`src/design/udct_pkg.sv`:
```
// Shared types, constants and helpers for the UTF-8 display column tracker.
// No dependencies; imported by utf8_display_column_tracker_top.
package udct_pkg;

  // Field widths
  localparam int unsigned BYTE_W  = 8;
  localparam int unsigned COL_W   = 16;
  localparam int unsigned IDX_W   = 13;
  localparam int unsigned TAB_W   = 5;
  localparam int unsigned SKIP_W  = 2;

  // Default line length limit and hard index limit of the 13-bit field
  localparam int unsigned MAX_LINE_BYTES_DEF = 4096;
  localparam int unsigned IDX_FIELD_MAX      = 8191;

  // Register reset values
  localparam logic [TAB_W-1:0] TAB_STOP_RST = 5'd8;
  localparam logic [COL_W-1:0] TARGET_RST   = 16'd0;

  // Configuration register indexes
  localparam logic CFG_TAB_STOP = 1'b0;
  localparam logic CFG_TARGET   = 1'b1;

  // Special bytes and UTF-8 lead patterns
  localparam logic [BYTE_W-1:0] TAB_CHAR   = 8'h09;
  localparam logic [BYTE_W-1:0] ASCII_MASK = 8'h80;
  localparam logic [BYTE_W-1:0] MASK_2B    = 8'hE0;
  localparam logic [BYTE_W-1:0] LEAD_2B    = 8'hC0;
  localparam logic [BYTE_W-1:0] MASK_3B    = 8'hF0;
  localparam logic [BYTE_W-1:0] LEAD_3B    = 8'hE0;
  localparam logic [BYTE_W-1:0] MASK_4B    = 8'hF8;
  localparam logic [BYTE_W-1:0] LEAD_4B    = 8'hF0;

  // Sequencer states
  typedef enum logic [3:0] {
    S_IDLE = 4'b0001,
    S_DIV  = 4'b0010,
    S_TADJ = 4'b0100,
    S_CALC = 4'b1000
  } state_t;

  // Number of continuation bytes that follow a lead byte
  function automatic logic [SKIP_W-1:0] lead_skip(input logic [BYTE_W-1:0] b);
    logic [SKIP_W-1:0] s;
    s = 2'd0;
    if ((b & ASCII_MASK) == 8'h00)   s = 2'd0;
    else if ((b & MASK_2B) == LEAD_2B) s = 2'd1;
    else if ((b & MASK_3B) == LEAD_3B) s = 2'd2;
    else if ((b & MASK_4B) == LEAD_4B) s = 2'd3;
    else s = 2'd0;
    return s;
  endfunction

endpackage

```
`src/design/utf8_display_column_tracker_top.sv`:
```
// UTF-8 display column tracker with tab stops: top level and sequencer.
// Depends on udct_pkg.
//
//  channel  direction  handshake           payload
//  -------  ---------  ------------------  ----------------------------------------------
//  in       sink       in_valid/in_stall   text_byte, end_of_line
//  out      source     out_valid/out_stall column, char_start, target_byte_index, final_res
//  cfg      sink       cfg_valid/cfg_ready cfg_index, cfg_data
//
// An ordinary byte is accepted, then updated; a tab at the start
// of a character is accepted, then takes 16 remainder steps of the shared add/subtract unit, one
// step to form the distance to the next stop, then the column update.
// A finished item goes to the output register; the next item is taken while it waits.
// The update step holds while the output register is full and stalled.
// rst is synchronous; it clears line state, sequencer and output valid, and sets the
// registers to tab_stop 8 and target_column 0.
module utf8_display_column_tracker_top
  import udct_pkg::*;
#(
  parameter int unsigned MAX_LINE_BYTES = MAX_LINE_BYTES_DEF
) (
  input  logic                clk,
  input  logic                rst,
  // input items
  input  logic                in_valid,
  output logic                in_stall,
  input  logic [BYTE_W-1:0]   text_byte,
  input  logic                end_of_line,
  // result items
  output logic                out_valid,
  input  logic                out_stall,
  output logic [COL_W-1:0]    column,
  output logic                char_start,
  output logic [IDX_W-1:0]    target_byte_index,
  output logic                final_res,
  // configuration writes
  input  logic                cfg_valid,
  output logic                cfg_ready,
  input  logic                cfg_index,
  input  logic [COL_W-1:0]    cfg_data
);

  localparam int unsigned IDX_CAP =
    (MAX_LINE_BYTES > IDX_FIELD_MAX) ? IDX_FIELD_MAX : MAX_LINE_BYTES;
  localparam logic [IDX_W-1:0] IDX_CAP_V = IDX_W'(IDX_CAP);
  localparam int unsigned BITCNT_W = $clog2(COL_W);
  localparam int unsigned ALU_W = COL_W + 2;

  // Configuration registers
  logic [TAB_W-1:0] tab_stop;
  logic [COL_W-1:0] target_column;

  // Line state
  logic [COL_W-1:0]  running_column;
  logic [SKIP_W-1:0] bytes_to_skip;
  logic [IDX_W-1:0]  byte_count;
  logic              target_seen;
  logic [IDX_W-1:0]  found_index;

  // Sequencer and working registers
  state_t              state, state_next;
  logic [BYTE_W-1:0]   cur_byte;
  logic                cur_last;
  logic [TAB_W-1:0]    rem;
  logic [BITCNT_W-1:0] bit_cnt;

  // Shared add/subtract unit
  logic [ALU_W-1:0] alu_a, alu_b, alu_res;
  logic             alu_sub;

  logic [TAB_W-1:0]  ts_eff;
  logic [TAB_W:0]    rem_shift;
  logic              in_accept;
  logic              out_free;
  logic              cur_start;
  logic              cur_tab;
  logic [COL_W:0]    col_sum;
  logic [COL_W-1:0]  col_sat;
  logic              hit;
  logic              seen_next;
  logic [IDX_W-1:0]  found_next;
  logic [IDX_W-1:0]  len_next;
  logic [IDX_W-1:0]  result_index;

  assign cfg_ready = 1'b1;
  assign in_stall  = (state != S_IDLE);
  assign in_accept = in_valid && !in_stall;
  assign out_free  = !out_valid || !out_stall;

  assign ts_eff    = (tab_stop == '0) ? TAB_W'(1) : tab_stop;
  assign rem_shift = {rem, running_column[bit_cnt]};
  assign cur_start = (bytes_to_skip == '0);
  assign cur_tab   = (cur_byte == TAB_CHAR);

  // Operand select for the shared unit
  always_comb begin
    alu_a   = '0;
    alu_b   = '0;
    alu_sub = 1'b0;
    unique case (state)
      S_DIV: begin
        alu_a   = ALU_W'(rem_shift);
        alu_b   = ALU_W'(ts_eff);
        alu_sub = 1'b1;
      end
      S_TADJ: begin
        alu_a   = ALU_W'(ts_eff);
        alu_b   = ALU_W'(rem);
        alu_sub = 1'b1;
      end
      S_CALC: begin
        alu_a = ALU_W'(running_column);
        if (cur_tab) begin
          alu_b = ALU_W'(rem);
        end else if ((cur_byte & ASCII_MASK) == 8'h00) begin
          alu_b = ALU_W'(1);
        end else begin
          alu_b = ALU_W'(2);
        end
      end
      S_IDLE: begin
        alu_a = '0;
      end
      default: begin
        alu_a = '0;
      end
    endcase
  end

  assign alu_res = alu_sub ? (alu_a - alu_b) : (alu_a + alu_b);

  // Column update, target search and result index
  always_comb begin
    col_sum = alu_res[COL_W:0];
    col_sat  = col_sum[COL_W] ? {COL_W{1'b1}} : col_sum[COL_W-1:0];
    hit      = cur_start && !target_seen && (target_column != '0) &&
               (col_sum > {1'b0, target_column});
    seen_next  = target_seen || hit;
    found_next = hit ? byte_count : found_index;
    len_next   = (byte_count >= IDX_CAP_V) ? IDX_CAP_V : (byte_count + IDX_W'(1));
    if (!cur_last || target_column == '0) begin
      result_index = '0;
    end else if (seen_next) begin
      result_index = found_next;
    end else begin
      result_index = len_next;
    end
  end

  // Sequencer next state
  always_comb begin
    state_next = state;
    unique case (state)
      S_IDLE: begin
        if (in_accept) begin
          state_next = (cur_start && text_byte == TAB_CHAR) ? S_DIV : S_CALC;
        end
      end
      S_DIV: begin
        if (bit_cnt == '0) state_next = S_TADJ;
      end
      S_TADJ: state_next = S_CALC;
      S_CALC: begin
        if (out_free) state_next = S_IDLE;
      end
      default: state_next = S_IDLE;
    endcase
  end

  always_ff @(posedge clk) begin
    if (rst) begin
      state <= S_IDLE;
    end else begin
      state <= state_next;
    end
  end

  // Configuration writes
  always_ff @(posedge clk) begin
    if (rst) begin
      tab_stop      <= TAB_STOP_RST;
      target_column <= TARGET_RST;
    end else if (cfg_valid && cfg_ready) begin
      case (cfg_index)
        CFG_TAB_STOP: tab_stop      <= cfg_data[TAB_W-1:0];
        CFG_TARGET:   target_column <= cfg_data;
        default:      tab_stop      <= tab_stop;
      endcase
    end
  end

  // Item capture and remainder iteration
  always_ff @(posedge clk) begin
    if (in_accept) begin
      cur_byte <= text_byte;
      cur_last <= end_of_line;
      rem      <= '0;
      bit_cnt  <= BITCNT_W'(COL_W - 1);
    end else if (state == S_DIV) begin
      // restoring step: keep the difference when it does not go negative
      rem     <= alu_res[ALU_W-1] ? rem_shift[TAB_W-1:0] : alu_res[TAB_W-1:0];
      bit_cnt <= bit_cnt - BITCNT_W'(1);
    end else if (state == S_TADJ) begin
      // distance to the next tab stop
      rem <= alu_res[TAB_W-1:0];
    end
  end

  // Line state update
  always_ff @(posedge clk) begin
    if (rst) begin
      running_column <= '0;
      bytes_to_skip  <= '0;
      byte_count     <= '0;
      target_seen    <= 1'b0;
      found_index    <= '0;
    end else if (state == S_CALC && out_free) begin
      if (cur_last) begin
        running_column <= '0;
        bytes_to_skip  <= '0;
        byte_count     <= '0;
        target_seen    <= 1'b0;
        found_index    <= '0;
      end else begin
        if (cur_start) begin
          running_column <= col_sat;
          bytes_to_skip  <= lead_skip(cur_byte);
        end else begin
          bytes_to_skip  <= bytes_to_skip - SKIP_W'(1);
        end
        byte_count  <= len_next;
        target_seen <= seen_next;
        found_index <= found_next;
      end
    end
  end

  // Output register
  always_ff @(posedge clk) begin
    if (rst) begin
      out_valid <= 1'b0;
    end else if (state == S_CALC && out_free) begin
      out_valid <= 1'b1;
    end else if (!out_stall) begin
      out_valid <= 1'b0;
    end
  end

  always_ff @(posedge clk) begin
    if (state == S_CALC && out_free) begin
      column            <= cur_start ? col_sat : running_column;
      char_start        <= cur_start;
      target_byte_index <= result_index;
      final_res         <= cur_last;
    end
  end

  // Checks
  a_count_cap: assert property (@(posedge clk) disable iff (rst)
    byte_count <= IDX_CAP_V)
    else $error("byte count past cap");

  a_found_order: assert property (@(posedge clk) disable iff (rst)
    target_seen |-> (found_index <= byte_count))
    else $error("found index beyond bytes seen");

  a_tab_divides: assert property (@(posedge clk) disable iff (rst)
    (in_accept && cur_start && text_byte == TAB_CHAR) |=> (state == S_DIV))
    else $error("tab did not start remainder steps");

  a_rem_range: assert property (@(posedge clk) disable iff (rst)
    (state == S_DIV) |-> (rem < ts_eff))
    else $error("remainder not below tab stop");

  a_out_from_calc: assert property (@(posedge clk) disable iff (rst)
    $rose(out_valid) |-> $past(state == S_CALC))
    else $error("result loaded outside update step");

endmodule

```
`config.mk`:
```
export PLATFORM = sky130hd
export DESIGN_NAME = utf8_display_column_tracker_top
export DESIGN_NICKNAME = d
export VERILOG_FILES = /design/src/design/udct_pkg.sv /design/src/design/utf8_display_column_tracker_top.sv
export SDC_FILE = /design/constraint.sdc
export NUM_CORES = 1
export LEC_CHECK = 0
export BUFFER_PORTS_ARGS = -buffer_cell sky130_fd_sc_hd__buf_2
export CAP_MARGIN = 5
export CORE_MARGIN = 2
export CORE_UTILIZATION = 58
export DETAILED_ROUTE_END_ITERATION = 8
export HOLD_SLACK_MARGIN = 0.02
export PLACE_DENSITY_LB_ADDON = 0.1
export SYNTH_ARGS = -nofsm -noshare
export SYNTH_HDL_FRONTEND = slang
export SYNTH_SLANG_ARGS = --single-unit
```
`constraint.sdc`:
```
create_clock -name clk -period 7.45 [get_ports clk]
set_input_delay 1.8625 -clock clk [delete_from_list [all_inputs] [get_ports clk]]
set_output_delay 1.8625 -clock clk [all_outputs]
set_load 0.03 [all_outputs]
```
=== Word-level counts from Yosys, hierarchy flattened ===
Cells that the tools add are included.

* Output and inout bits: 34
* Input bits: 31
* Logic and storage cells: 99
* Register bits: 120

* Reduce and logical (&&, ||, !) cells: 25
* Mux-type cells: 34
* $add $sub $neg: 5
* Bitwise operators: 1
* Equality and inequality tests: 14
* Order comparisons: 3

{| class="wikitable"
|+ Operator list
! cell !! number
|-
| $mux 13 || 5
|-
| $pmux 18 s3 || 1
|-
| $mux 16 || 3
|-
| $pmux 16 s3 || 1
|-
| $mux 5 || 5
|-
| $add 18x18->18 || 1
|-
| $mux 18 || 1
|-
| $sub 18x18->18 || 1
|-
| $gt 17x16->1 || 1
|-
| $eq 8x4->1 const B || 2
|-
| $logic_not 16->1 || 1
|-
| $mux 4 || 4
|-
| $pmux 4 s4 || 1
|-
| $reduce_bool 16->1 || 1
|-
| $mux 2 || 7
|-
| $add 13x1->13 const B || 1
|-
| $ge 13x13->1 const B || 1
|-
| $eq 4x4->1 const B || 2
|-
| $logic_not 8->1 || 1
|-
| $logic_and 1x1->1 || 6
|-
| $ne 2x2->1 const B || 3
|-
| $eq 5x5->1 const B || 1
|-
| $logic_not 1->1 || 5
|-
| $logic_not 5->1 || 1
|-
| other kinds (19) || 26
|}

=== Depth between registers and ports, before layout ===
Gate-level depths: netlist (run 1).

* Depth after elaboration: 10
* Depth in mapped cells: 27
* Depth with buffers taken out: 25

=== Worst setup path before layout (run 1) ===
OpenSTA, ideal clock, no wires.

* Path kind: flip-flop to flip-flop
* Start: reg state[2]
* End: reg target_byte_index[2] (data pin)
* Data required time: 7,298 ps
* Slack: 1,441 ps
* Buffers on the path: 2
* Setup time: 152 ps
* Clock period less this slack: 6,009 ps
* Arrival: 5,857 ps
* Stages on the path, launching flop included: 24
* Path through: dfxtp_1 nor4b_2 clkbuf_1 o21bai_1 a222oi_1 ha_1 a221oi_1 ha_1 nor2b_1 o31a_1 or3b_2 a21oi_1 o21ai_0 xor2_1 ha_1 nand2_1 o211ai_1 a2111oi_0 a21oi_1 o41ai_4 nor2_2 buf_6 or4b_1 a31oi_1

* Longest elaborated chain between the ends: 8
* Elaborated cells between the ends (all ways): 15
* Classes of those cells: add/sub: 2; order compare: 1; eq/ne: 3; mux: 6; reduce/logical: 3

{| class="wikitable"
|+ RTL lines
! element !! RTL line !! RTL
|-
| start, declared || utf8_display_column_tracker_top.sv:61 || <nowiki>state_t state, state_next;</nowiki>
|-
| start signal, assigned || utf8_display_column_tracker_top.sv:174 || <nowiki>state <= state_next;</nowiki>
|-
| $eq 4x4->1, or another cell as far along || utf8_display_column_tracker_top.sv:100 || <nowiki>unique case (state)</nowiki>
|-
| $pmux 16 s3, or another cell as far along || utf8_display_column_tracker_top.sv:100 ||
|-
| $add 18x18->18, or another cell as far along || utf8_display_column_tracker_top.sv:130 || <nowiki>assign alu_res = alu_sub ? (alu_a - alu_b) : (alu_a + alu_b);</nowiki>
|-
| $mux 18 (*) || utf8_display_column_tracker_top.sv:130 ||
|-
| $gt 17x16->1 (*) || utf8_display_column_tracker_top.sv:137 || <nowiki>(col_sum > {1'b0, target_column});</nowiki>
|-
| $logic_and 1x1->1 (*) || utf8_display_column_tracker_top.sv:136 || <nowiki>hit = cur_start && !target_seen && (target_column != '0) &&</nowiki>
|-
| $mux 13 / $logic_or 1x1->1 (equally long branches) || utf8_display_column_tracker_top.sv:139, utf8_display_column_tracker_top.sv:138 ||
|-
| $mux 13 (*) || utf8_display_column_tracker_top.sv:143 || <nowiki>end else if (seen_next) begin</nowiki>
|-
| end signal, assigned || utf8_display_column_tracker_top.sv:253 || <nowiki>target_byte_index <= result_index;</nowiki>
|-
| end, declared || utf8_display_column_tracker_top.sv:34 || <nowiki>output logic [IDX_W-1:0] target_byte_index,</nowiki>
|}

Every way passes the cells marked *; elsewhere a longest branch is shown, timed or not.
A chain may end at the register's enable or synchronous reset.

=== Final worst setup path (run 1) ===
* Start: reg state[0]
* End: reg found_index[9]

* Longest elaborated chain between the ends: 8
* Elaborated cells between the ends (all ways): 15
* Classes of those cells: add/sub: 2; order compare: 1; eq/ne: 3; mux: 6; reduce/logical: 3

{| class="wikitable"
|+ RTL lines
! element !! RTL line !! RTL
|-
| $eq 4x4->1, or another cell as far along || utf8_display_column_tracker_top.sv:100, utf8_display_column_tracker_top.sv:217 ||
|-
| $pmux 16 s3, or another cell as far along || utf8_display_column_tracker_top.sv:100 ||
|-
| $add 18x18->18, or another cell as far along || utf8_display_column_tracker_top.sv:130 ||
|-
| $mux 18 || utf8_display_column_tracker_top.sv:130 ||
|-
| $gt 17x16->1 || utf8_display_column_tracker_top.sv:137 ||
|-
| $logic_and 1x1->1 || utf8_display_column_tracker_top.sv:136 ||
|-
| $mux 13 || utf8_display_column_tracker_top.sv:139 || <nowiki>found_next = hit ? byte_count : found_index;</nowiki>
|-
| $mux 13 || utf8_display_column_tracker_top.sv:218 || <nowiki>if (cur_last) begin</nowiki>
|-
| end signal, assigned || utf8_display_column_tracker_top.sv:233 || <nowiki>found_index <= found_next;</nowiki>
|-
| end, declared || utf8_display_column_tracker_top.sv:58 || <nowiki>logic [IDX_W-1:0] found_index;</nowiki>
|}

Parallel ways exist; a longest one is shown, timed or not.

==> results of run 1 <==
-- cell families after synthesis --
| group | Yosys count | share of synthesized area [%] |
|---|---|---|
| simple gates | 310 | 22.3 |
| compound gates | 195 | 19.0 |
| flops | 120 | 41.3 |
| buf+inv | 81 | 4.67 |
| fa+ha+maj | 38 | 7.12 |
| xor+xnor | 22 | 2.84 |
| mux | 12 | 2.71 |
| other cells | 1 | 0.0553 |
-- state kept, by name, summed over array words and instances (netlist names), 5 cells and up --
name and flops:
rem 5, target_column 16, byte_count 13, column 16, tab_stop 5, running_column 16, found_index 13, target_byte_index 13
cur_byte 8
-- layer usage --
metal / wire [microns] / share of wire, %
met1: 7630 / 42
met2: 8710 / 48
met3: 1440 / 7.8
met4: 548 / 3.0
met5: 0 / 0
-- final timing paths --
check                                       from                to  slack, ps
worst min register to register  target_column[6]  target_column[6]        480
worst min-delay path            target_column[6]  target_column[6]        480
worst max register to register          state[0]    found_index[9]        720
worst max-delay path                    state[0]    found_index[9]        720
-- Yosys cell counts, drive strengths merged, types with 5 or more instances --
| library cell | count |
|---|---|
| nor2 | 95 |
| dfxtp | 80 |
| nand2 | 80 |
| a21oi | 72 |
| edfxtp | 40 |
| clkbuf | 39 |
| inv | 38 |
| nor3 | 38 |
| ha | 37 |
| o21ai | 35 |
| nand3 | 14 |
| a211oi | 13 |
| a32o | 13 |
| and2 | 13 |
| and3 | 12 |
| nor4 | 12 |
| xnor2 | 12 |
| xor2 | 10 |
| a22oi | 8 |
| a31oi | 7 |
| nand3b | 7 |
| or2 | 7 |
| mux2i | 6 |
| nand4 | 6 |
| nor2b | 6 |
| a222oi | 5 |
| mux4 | 5 |
| nand2b | 5 |
| o211ai | 5 |
-- area by class of cell --
class	count	area (sq um)	area share (%)
inverter	38	143	1.83
tap	143	179	2.29
sequential	120	2800	35.9
clock buffer	21	450	5.78
clock inverter	11	170	2.18
multi-input combinational	578	3670	47.1
timing repair buffer	72	383	4.91
-- cell usage in the layout (no fill, tap or decap), types with 13 or more instances in the layout --
| cell type | instances |
|---|---|
| a211oi_1 | 13 |
| a21oi_1 | 71 |
| a32o_1 | 13 |
| and2_1 | 13 |
| buf_2 | 63 |
| clkbuf_16 | 17 |
| dfxtp_1 | 80 |
| edfxtp_1 | 40 |
| ha_1 | 37 |
| inv_1 | 37 |
| nand2_1 | 80 |
| nand3_1 | 14 |
| nor2_1 | 94 |
| nor3_1 | 37 |
| o21ai_0 | 34 |
-- critical path, stage by stage (launching register included) --
cell      delay [ps]
dfxtp_1          470
nand3b_1         210
o21bai_1         190
a222oi_1         530
ha_1             320
a221oi_1         380
inv_1            120
fa_1             450
nor2b_1          170
o31a_1           200
o211ai_1         180
a21oi_1          370
nor2_1           100
xnor2_1          440
ha_1             290
o21ai_0          150
nor2_1           170
o221ai_1         140
a21oi_1          390
o41ai_4           90
buf_4            190
nor2_4           360
and3_1           540
a32o_1           200
-- power by group through the flow --
| stage | logic (mW) | registers [mW] | clock network (mW) |
|---|---|---|---|
| 6_report | 0.644 | 0.758 | 0.861 |
| 5_1_grt | 0.714 | 0.761 | 0.898 |
| 4_1_cts | 0.630 | 0.757 | 0.866 |
| 3_5_place_dp | 0.624 | 0.771 | 0 |
| 3_3_place_gp | 0.610 | 0.768 | 0 |
| 2_1_floorplan | 0.450 | 0.781 | 0 |
==> impl_metrics.yaml, run 1 <==
outcome:
  status: "finished, final reports clean"
route:
  dr.first_iter.drc_count: 607
  drc: 0
  wirelength_microns: 18300
  firstDrtPassIters: 7
  viasPerCell: 6.23
  vias: 6124
  post_drt_wl_per_cell_microns: 18.6
  postRouteAntennaNets: 0
clocking:
  clk_root_buffer_cell: "clkbuf_16"
  cts_tree: "done"
  clk_latency_ps: 420
  hold_buffers: 0
  cts_setup_buffers: 0
  cts_htree_levels: 4
  cts.sinks: 120
  cts_resized: 0
  cts_buffer_depth: 2
  cts.reportedPaths.clkPinSlew_ps: 50
  numCtsBuffers: 17
pwr:
  power.total_mw: 2.26
  seq_power_share_pct: 33.5
  clkPwrFrac_pct: 38.0
  comb_power_share_pct: 28.5
  power_switching_mw: 0.739
  powerDensity_nw_per_um2: 290
  leakage_nw: 3.11
  intPower_mw: 1.52
  ir_drop_v: 0.000242
  swShare_pct: 32.7
worst_hold_path:
  min_path_type: "reg2reg"
  whs_path_depth: 2
synthesis:
  synth_edf_count: 40
  netlist_instances: 779
  netlist.area_leader.share_pct: 23.6
  syn-cell-area_sq_um: 6780
  syn_avg_cell_area_sq_um: 8.71
  ys_seq_elements: 120
  syn_nets: 848
  yosys.area.top_type: "dfxtp_1"
  synth_cell_types: 66
  ys_top_cells_by_area: "dfxtp_1 24%, edfxtp_1 18%, ha_1 6.8%"
  synth_flop_cell: "dfxtp_1"
  yosysSeqAreaShare_pct: 41.3
  async_flop_share_pct: 0
  synth_warnings: 0
floorplanning:
  die_w_microns: 112
  coreArea_sq_um: 11400
  die_area_sq_um: 12600
  fp-row-count: 39
  ios: 65
  initial_core_util_pct: 59.4
  die_h_microns: 112
critical_path:
  cp-end-kind: "flip-flop"
  r2r_cells: 23
  required_ps: 7800
  worstSetupStartpointType: "flip-flop"
  cp_max_fo: 21
  crit_type: "reg2reg"
  arrival_ps: 7080
layout:
  drive_gt1_share_pct: 14.9
  antenna_cells: 0
  synthToLayoutAreaGrowth_pct: 14.9
  final.fill_count: 896
  final_cells: 983
  fin_util_pct: 68.3
  nNetsFinal: 896
  final_cell_area_sq_um: 7800
global_route:
  grt_pass1_vias: 5837
  overflow: 0
  grtUsageTotal_pct: 29.4
  grtUsageMet3_pct: 5.78
  grt_util_met1_pct: 37.7
  grt_max_degree: 49
  grt_pass1_wl_microns: 29400
  grt_most_used_layer: "met2"
  met2_usage_pct: 48.9
  antenna_found_initial: 0
timing:
  setup_tns_ps: 0
  setup_viol: 0
  rsz0062_at_grt: "no"
  report.final.slew_viol_count: 0
  hold_slack_ps: 475
  worstMarginPinSlew_ps: 977
  fin_skew_ps: 13.0
  fmaxAchievable_mhz: 149
  max_slew_margin_pct: 34.9
  fin_crit_ps: 6730
  fin_crit_sh_pct: 90.4
  postLayoutSetupSlackWorst_ps: 719
  hold_viol: 0
placement:
  place_area_sq_um: 7170
  place_inst: 951
  portBuffers: 63
  place.gp.congestion: 0.990
  dp_hpwl_microns: 13400
  preCtsSetupSlack_ps: 719
job:
  max_cap_violations: 0
Power figures use the tool's default switching activity.
==> run 2: changes to the inputs <==
--- a/config.mk
+++ b/config.mk
@@ -5,6 +5,7 @@
 export SDC_FILE = /design/constraint.sdc
 export NUM_CORES = 1
 export LEC_CHECK = 0
+export ABC_AREA = 1
 export BUFFER_PORTS_ARGS = -buffer_cell sky130_fd_sc_hd__buf_2
 export CAP_MARGIN = 5
 export CORE_MARGIN = 2
==> run 2 against run 1 <==
Total power up 10%. Non-clock buffer count down 5. Worst hold slack worse by 13 ps. Combinational power up 33%. Wire length down 3.8%. Critical path depth up 14. Synthesized cell count up 21%. Fmax up 6.8%. First-iteration DRC count down 13%. Setup slack better by 430 ps. Largest cell class unchanged. Highest routed layer unchanged.
==> impl_metrics.yaml, run 2 <==
synthesis:
  ys_top_cells_by_area: "dfxtp_1 22%, edfxtp_1 17%, nand2_1 8.7%"
  synth_flop_cell: "dfxtp_1"
  yosysMostFrequentCell: "nand2_1"
  async_flop_share_pct: 0
  yosysSeqAreaShare_pct: 38.8
  netlist.area_leader.share_pct: 22.2
  syn_avg_cell_area_sq_um: 7.63
  netlist_instances: 946
  synth_edf_count: 40
  synthTopCellsByCount: "168 x nand2_1, 136 x inv_1, 111 x a21oi_1"
  ys_seq_elements: 120
  synth_cell_types: 55
  syn_nets: 1015
  synth_warnings: 0
  yosys.area.top_type: "dfxtp_1"
  syn-cell-area_sq_um: 7220
timing:
  worstMarginPinSlew_ps: 1160
  fmaxAchievable_mhz: 159
  setup_tns_ps: 0
  fin_crit_sh_pct: 84.6
  rsz0062_at_grt: "no"
  fin_crit_ps: 6300
  report.final.slew_viol_count: 0
  setup_viol: 0
  hold_viol: 0
  fin_skew_ps: 7.52
  hold_slack_ps: 462
  max_slew_margin_pct: 22.3
critical_path:
  cp-end-kind: "flip-flop"
  cpMostUsedCell: "nand2_1"
  crit_type: "reg2reg"
  max_stage_delay_ps: 570
  cp_max_fo: 20
  slowest_stage: "nand3_1"
  required_ps: 7630
  worstSetupStartpointType: "flip-flop"
  arrival_ps: 6480
floorplanning:
  fp-row-count: 40
  die_h_microns: 116
  die_area_sq_um: 13400
  coreArea_sq_um: 12100
  ios: 65
  die_w_microns: 116
  initial_core_util_pct: 59.9
route:
  viasPerCell: 5.46
  drc: 0
  post_drt_wl_per_cell_microns: 15.0
  dr.first_iter.drc_count: 526
  firstDrtPassIters: 5
  wirelength_microns: 17600
  postRouteAntennaNets: 0
  vias: 6432
clocking:
  cts_htree_levels: 4
  clk_latency_ps: 430
  hold_buffers: 0
  clk_root_buffer_cell: "clkbuf_16"
  cts_resized: 0
  cts.sinks: 120
  cts_setup_buffers: 0
  cts_buffer_depth: 2
  cts_tree: "done"
  numCtsBuffers: 17
  cts.reportedPaths.clkPinSlew_ps: 60
global_route:
  antenna_found_initial: 0
  overflow: 0
  grt_max_degree: 50
  grt_pass1_wl_microns: 29200
  grt_pass1_vias: 5988
  grtUsageTotal_pct: 28.1
job:
  max_cap_violations: 0
pwr:
  powerDensity_nw_per_um2: 303
  leakage_nw: 3.45
  ir_drop_v: 0.000263
layout:
  drive_gt1_share_pct: 17.2
  nNetsFinal: 1066
  fin_util_pct: 68.3
  layout_commonest_cell: "nand2_1"
  antenna_cells: 0
  layout.cells.most_common_list: "168 x nand2_1, 136 x inv_1, 111 x a21oi_1"
  synthToLayoutAreaGrowth_pct: 14.0
  largestRegisters: "column: 16 flops, running_column: 16 flops, target_column: 16 flops"
  final_cells: 1178
placement:
  portBuffers: 63
  place_inst: 1146
  place.gp.congestion: 0.947
  dp_hpwl_microns: 12700
outcome:
  status: "finished, final reports clean"
worst_hold_path:
  min_path_type: "reg2reg"
==> run 2: changes by cell type in the layout (fill, tap and decap cells not counted), sizes merged, moves of 27 or more <==
cell	change
a21oi	+65
inv	+107
nand2	+107
nand3	+43
nor3	-27
o21ai	+38
==> run 2: final timing paths <==
check                     from              endpoint  slack (ps)  cells past startpoint
max                   state[1]  target_byte_index[1]        1150                     37
min          running_column[2]     running_column[2]         460                      2
max reg2reg           state[1]  target_byte_index[1]        1150                     37
min reg2reg  running_column[2]     running_column[2]         460                      2
==> run 2: logic make-up (layout without fill, tap and decap cells) <==
| kind of cell | Yosys count | in the layout | share of synthesized area [%] |
|---|---|---|---|
| flops | 120 | 120 | 38.8 |
| simple gates | 357 | 357 | 23.7 |
| xor+xnor | 14 | 14 | 1.70 |
| compound gates | 236 | 236 | 19.0 |
| buf+inv | 180 | 244 | 10.0 |
| other cells | 1 | 1 | 0.0519 |
| fa+ha+maj | 38 | 38 | 6.69 |
==> run 2: stage by stage <==
step	instance area (sq um)	setup WS, ps	power [mW]
3_3_place_gp	7610	1390	1.61
3_5_place_dp	7610	1210	1.62
4_1_cts	8230	1170	2.50
6_report	8230	1150	2.49
5_1_grt	8230	450	2.63
2_1_floorplan	7220	2720	1.46
==> run 2: power breakdown <==
part           internal [mW]  total [mW]  switching, mW
clock                  0.559       0.878          0.318
sequential             0.743       0.759         0.0162
combinational          0.269       0.855          0.587
total                   1.57        2.49          0.921
==> run 2: final cells by class <==
class	count	area, sq um
Timing Repair Buffer	67	345
Clock buffer	17	425
Clock inverter	15	198
Fill cell	1037	3830
Multi-Input combinational cell	646	3700
Sequential cell	120	2800
Tap cell	168	210
Inverter	145	549
==> run 2: worst max-delay path: cells and delay by family, from the launching register on <==
family,cells,cell delay [ps]
compound gates,7,1230
xor+xnor,1,230
flops,1,400
fa+ha+maj,4,950
buf+inv,5,590
simple gates,20,2630
==> run 2: metal layers <==
| metal | global-route usage [%] | vias up | part of all wire (%) |
|---|---|---|---|
| li1 | - | 3239 | - |
| met1 | 39.9 | 2921 | 47 |
| met2 | 43.0 | 237 | 44 |
| met3 | 5.91 | 35 | 7.0 |
| met4 | 9.00 | 0 | 2.0 |
| met5 | 0 | - | 0 |
==> run 3: changes to the inputs <==
--- a/config.mk
+++ b/config.mk
@@ -9,7 +9,7 @@
 export BUFFER_PORTS_ARGS = -buffer_cell sky130_fd_sc_hd__buf_2
 export CAP_MARGIN = 5
 export CORE_MARGIN = 2
-export CORE_UTILIZATION = 58
+export CORE_UTILIZATION = 55
 export DETAILED_ROUTE_END_ITERATION = 8
 export HOLD_SLACK_MARGIN = 0.02
 export PLACE_DENSITY_LB_ADDON = 0.1
==> constraint.sdc (replaced) <==
create_clock -name clk -period 5.3 [get_ports clk]
set_input_delay 1.325 -clock clk [delete_from_list [all_inputs] [get_ports clk]]
set_output_delay 1.325 -clock clk [all_outputs]
set_load 0.03 [all_outputs]
==> run 3 against run 2 <==
Total power rose by 44%. Critical endpoint is now target_byte_index[2]. Final cell count up 2.9%. Combinational power up 65%. Core utilization decreased by 0.70 points. Global-route usage is 1.4 points lower. Critical path type unchanged. Largest power group is now combinational logic. First-iteration DRC count up 40%.
==> impl_metrics.yaml, run 3 (synthesis gave the netlist of run 2 again) <==
route:
  vias: 6592
  firstDrtPassIters: 5
  post_drt_wl_per_cell_microns: 15.3
  drc: 0
  viasPerCell: 5.44
  wirelength_microns: 18500
  dr.first_iter.drc_count: 739
  postRouteAntennaNets: 0
timing:
  postLayoutSetupSlackWorst_ps: 229
  max_slew_margin_pct: 40.5
  hold_slack_ps: 464
  hold_viol: 0
  fin_crit_sh_pct: 95.7
  setup_viol: 0
  worstMarginPinSlew_ps: 890
  fin_skew_ps: 7.60
  fin_crit_ps: 5070
  report.final.slew_viol_count: 0
  fmaxAchievable_mhz: 197
floorplanning:
  fp-row-count: 41
  die_area_sq_um: 14100
  ios: 65
  die_h_microns: 119
  initial_core_util_pct: 56.8
  die_w_microns: 119
  coreArea_sq_um: 12700
worst_hold_path:
  hp-start: "byte_count[10]"
  hold_end: "byte_count[10]"
  whs_path_depth: 2
  min_path_type: "reg2reg"
layout:
  drive_gt1_share_pct: 22.2
  largestRegisters: "column: 16 flops, running_column: 16 flops, target_column: 16 flops"
  layout_commonest_cell: "nand2_1"
  final_cells: 1212
  nNetsFinal: 1096
  fin_util_pct: 67.6
  layout.cells.most_common_list: "167 x nand2_1, 136 x inv_1, 108 x a21oi_1"
  antenna_cells: 0
  synthToLayoutAreaGrowth_pct: 19.0
outcome:
  status: "finished, final reports clean"
global_route:
  grt_max_degree: 49
  grt_pass1_wl_microns: 29800
  grt_pass1_vias: 6095
  grtUsageTotal_pct: 26.7
  antenna_found_initial: 0
  overflow: 0
critical_path:
  r2r-start: "state[1]"
  cp-end-kind: "flip-flop"
  r2r_cells: 36
  cpMostUsedCell: "nand2_1"
  required_ps: 5470
  cp_max_fo: 6
  r2r_slack_ps: 230
  worstSetupStartpointType: "flip-flop"
  reg2reg_to: "target_byte_index[2]"
  arrival_ps: 5240
  max_stage_delay_ps: 380
  crit_type: "reg2reg"
  slowest_stage: "dfxtp_2"
clocking:
  clk_root_buffer_cell: "clkbuf_16"
  cts_htree_levels: 4
  clk_latency_ps: 430
  hold_buffers: 0
  cts_tree: "done"
  numCtsBuffers: 17
  cts.reportedPaths.clkPinSlew_ps: 60
  cts_buffer_depth: 2
  cts.sinks: 120
placement:
  dp_hpwl_microns: 13100
  preCtsSetupSlack_ps: -7.09
  portBuffers: 63
  place_inst: 1167
  place.gp.congestion: 0.996
job:
  max_cap_violations: 0
pwr:
  powerDensity_nw_per_um2: 417
  ir_drop_v: 0.000257
  leakage_nw: 3.61
==> run 3: changes by cell type in the layout (fill, tap and decap cells not counted), sizes merged <==
cell / before / now
buf: 67 / 97
bufinv: 4 / 2
clkbuf: 17 / 18
clkinv: 6 / 8
inv: 147 / 146
==> run 3: metrics by stage <==
stage | power, mW | cell area [sq um] | setup TNS [ps]
after CTS | 3.47 | 8330 | 0
after global placement | 2.32 | 7740 | 0
after global routing | 3.79 | 8590 | -831
final | 3.58 | 8590 | 0
after detailed placement | 2.34 | 7740 | -16.5
after floorplan | 2.06 | 7220 | 0
==> run 3: how the worst max path moves through the flow <==
stage,start,end,slack (ps),depth (start not counted)
after floorplan,cur_byte[7],target_byte_index[2],570,35
after global placement,bit_cnt[0],target_byte_index[9],90,36
after detailed placement,bit_cnt[0],target_byte_index[9],-7,36
after CTS,state[0],target_byte_index[7],0.3,37
after global routing,cur_byte[7],target_byte_index[6],-90,35
final,state[1],target_byte_index[2],230,36
==> run 3: layout make-up <==
type                            count  area (sq um)
Sequential cell                   120          2810
Multi-Input combinational cell    646          3850
Timing Repair Buffer               97           594
Inverter                          145           558
Clock inverter                     14           133
Clock buffer                       18           429
Fill cell                        1122          4130
Tap cell                          172           215
==> run 3: power breakdown <==
group	switching, mW	internal [mW]	leakage (nW)
registers	0.0225	1.04	1.02
logic	0.903	0.505	2.32
clock network	0.425	0.685	0.273
==> run 3: per-layer routing <==
layer	share of wire, %	track usage [%]	up-vias
met1	47	38.2	3050
met4	1.8	8.85	0
met2	45	40.5	213
met3	5.9	4.92	29
met5	0	0	-
li1	-	-	3300
==> run 3: critical path: cells and delay by family, from the launching register on <==
family,cells,cell delay (ps)
and+or+nand+nor,20,1640
adders and majority gates,3,850
buffers and inverters,5,570
xor gates and xnor gates,1,230
AOI/OAI and AO/OA,7,1120
DFF,1,380
==> run 3: what timing repair did <==
item,in CTS,in global routing
endpoints found under the hold margin,0,0
setup endpoints to repair,13,27
pin swaps,1,16
setup buffers,1,12
resized for setup,6,38
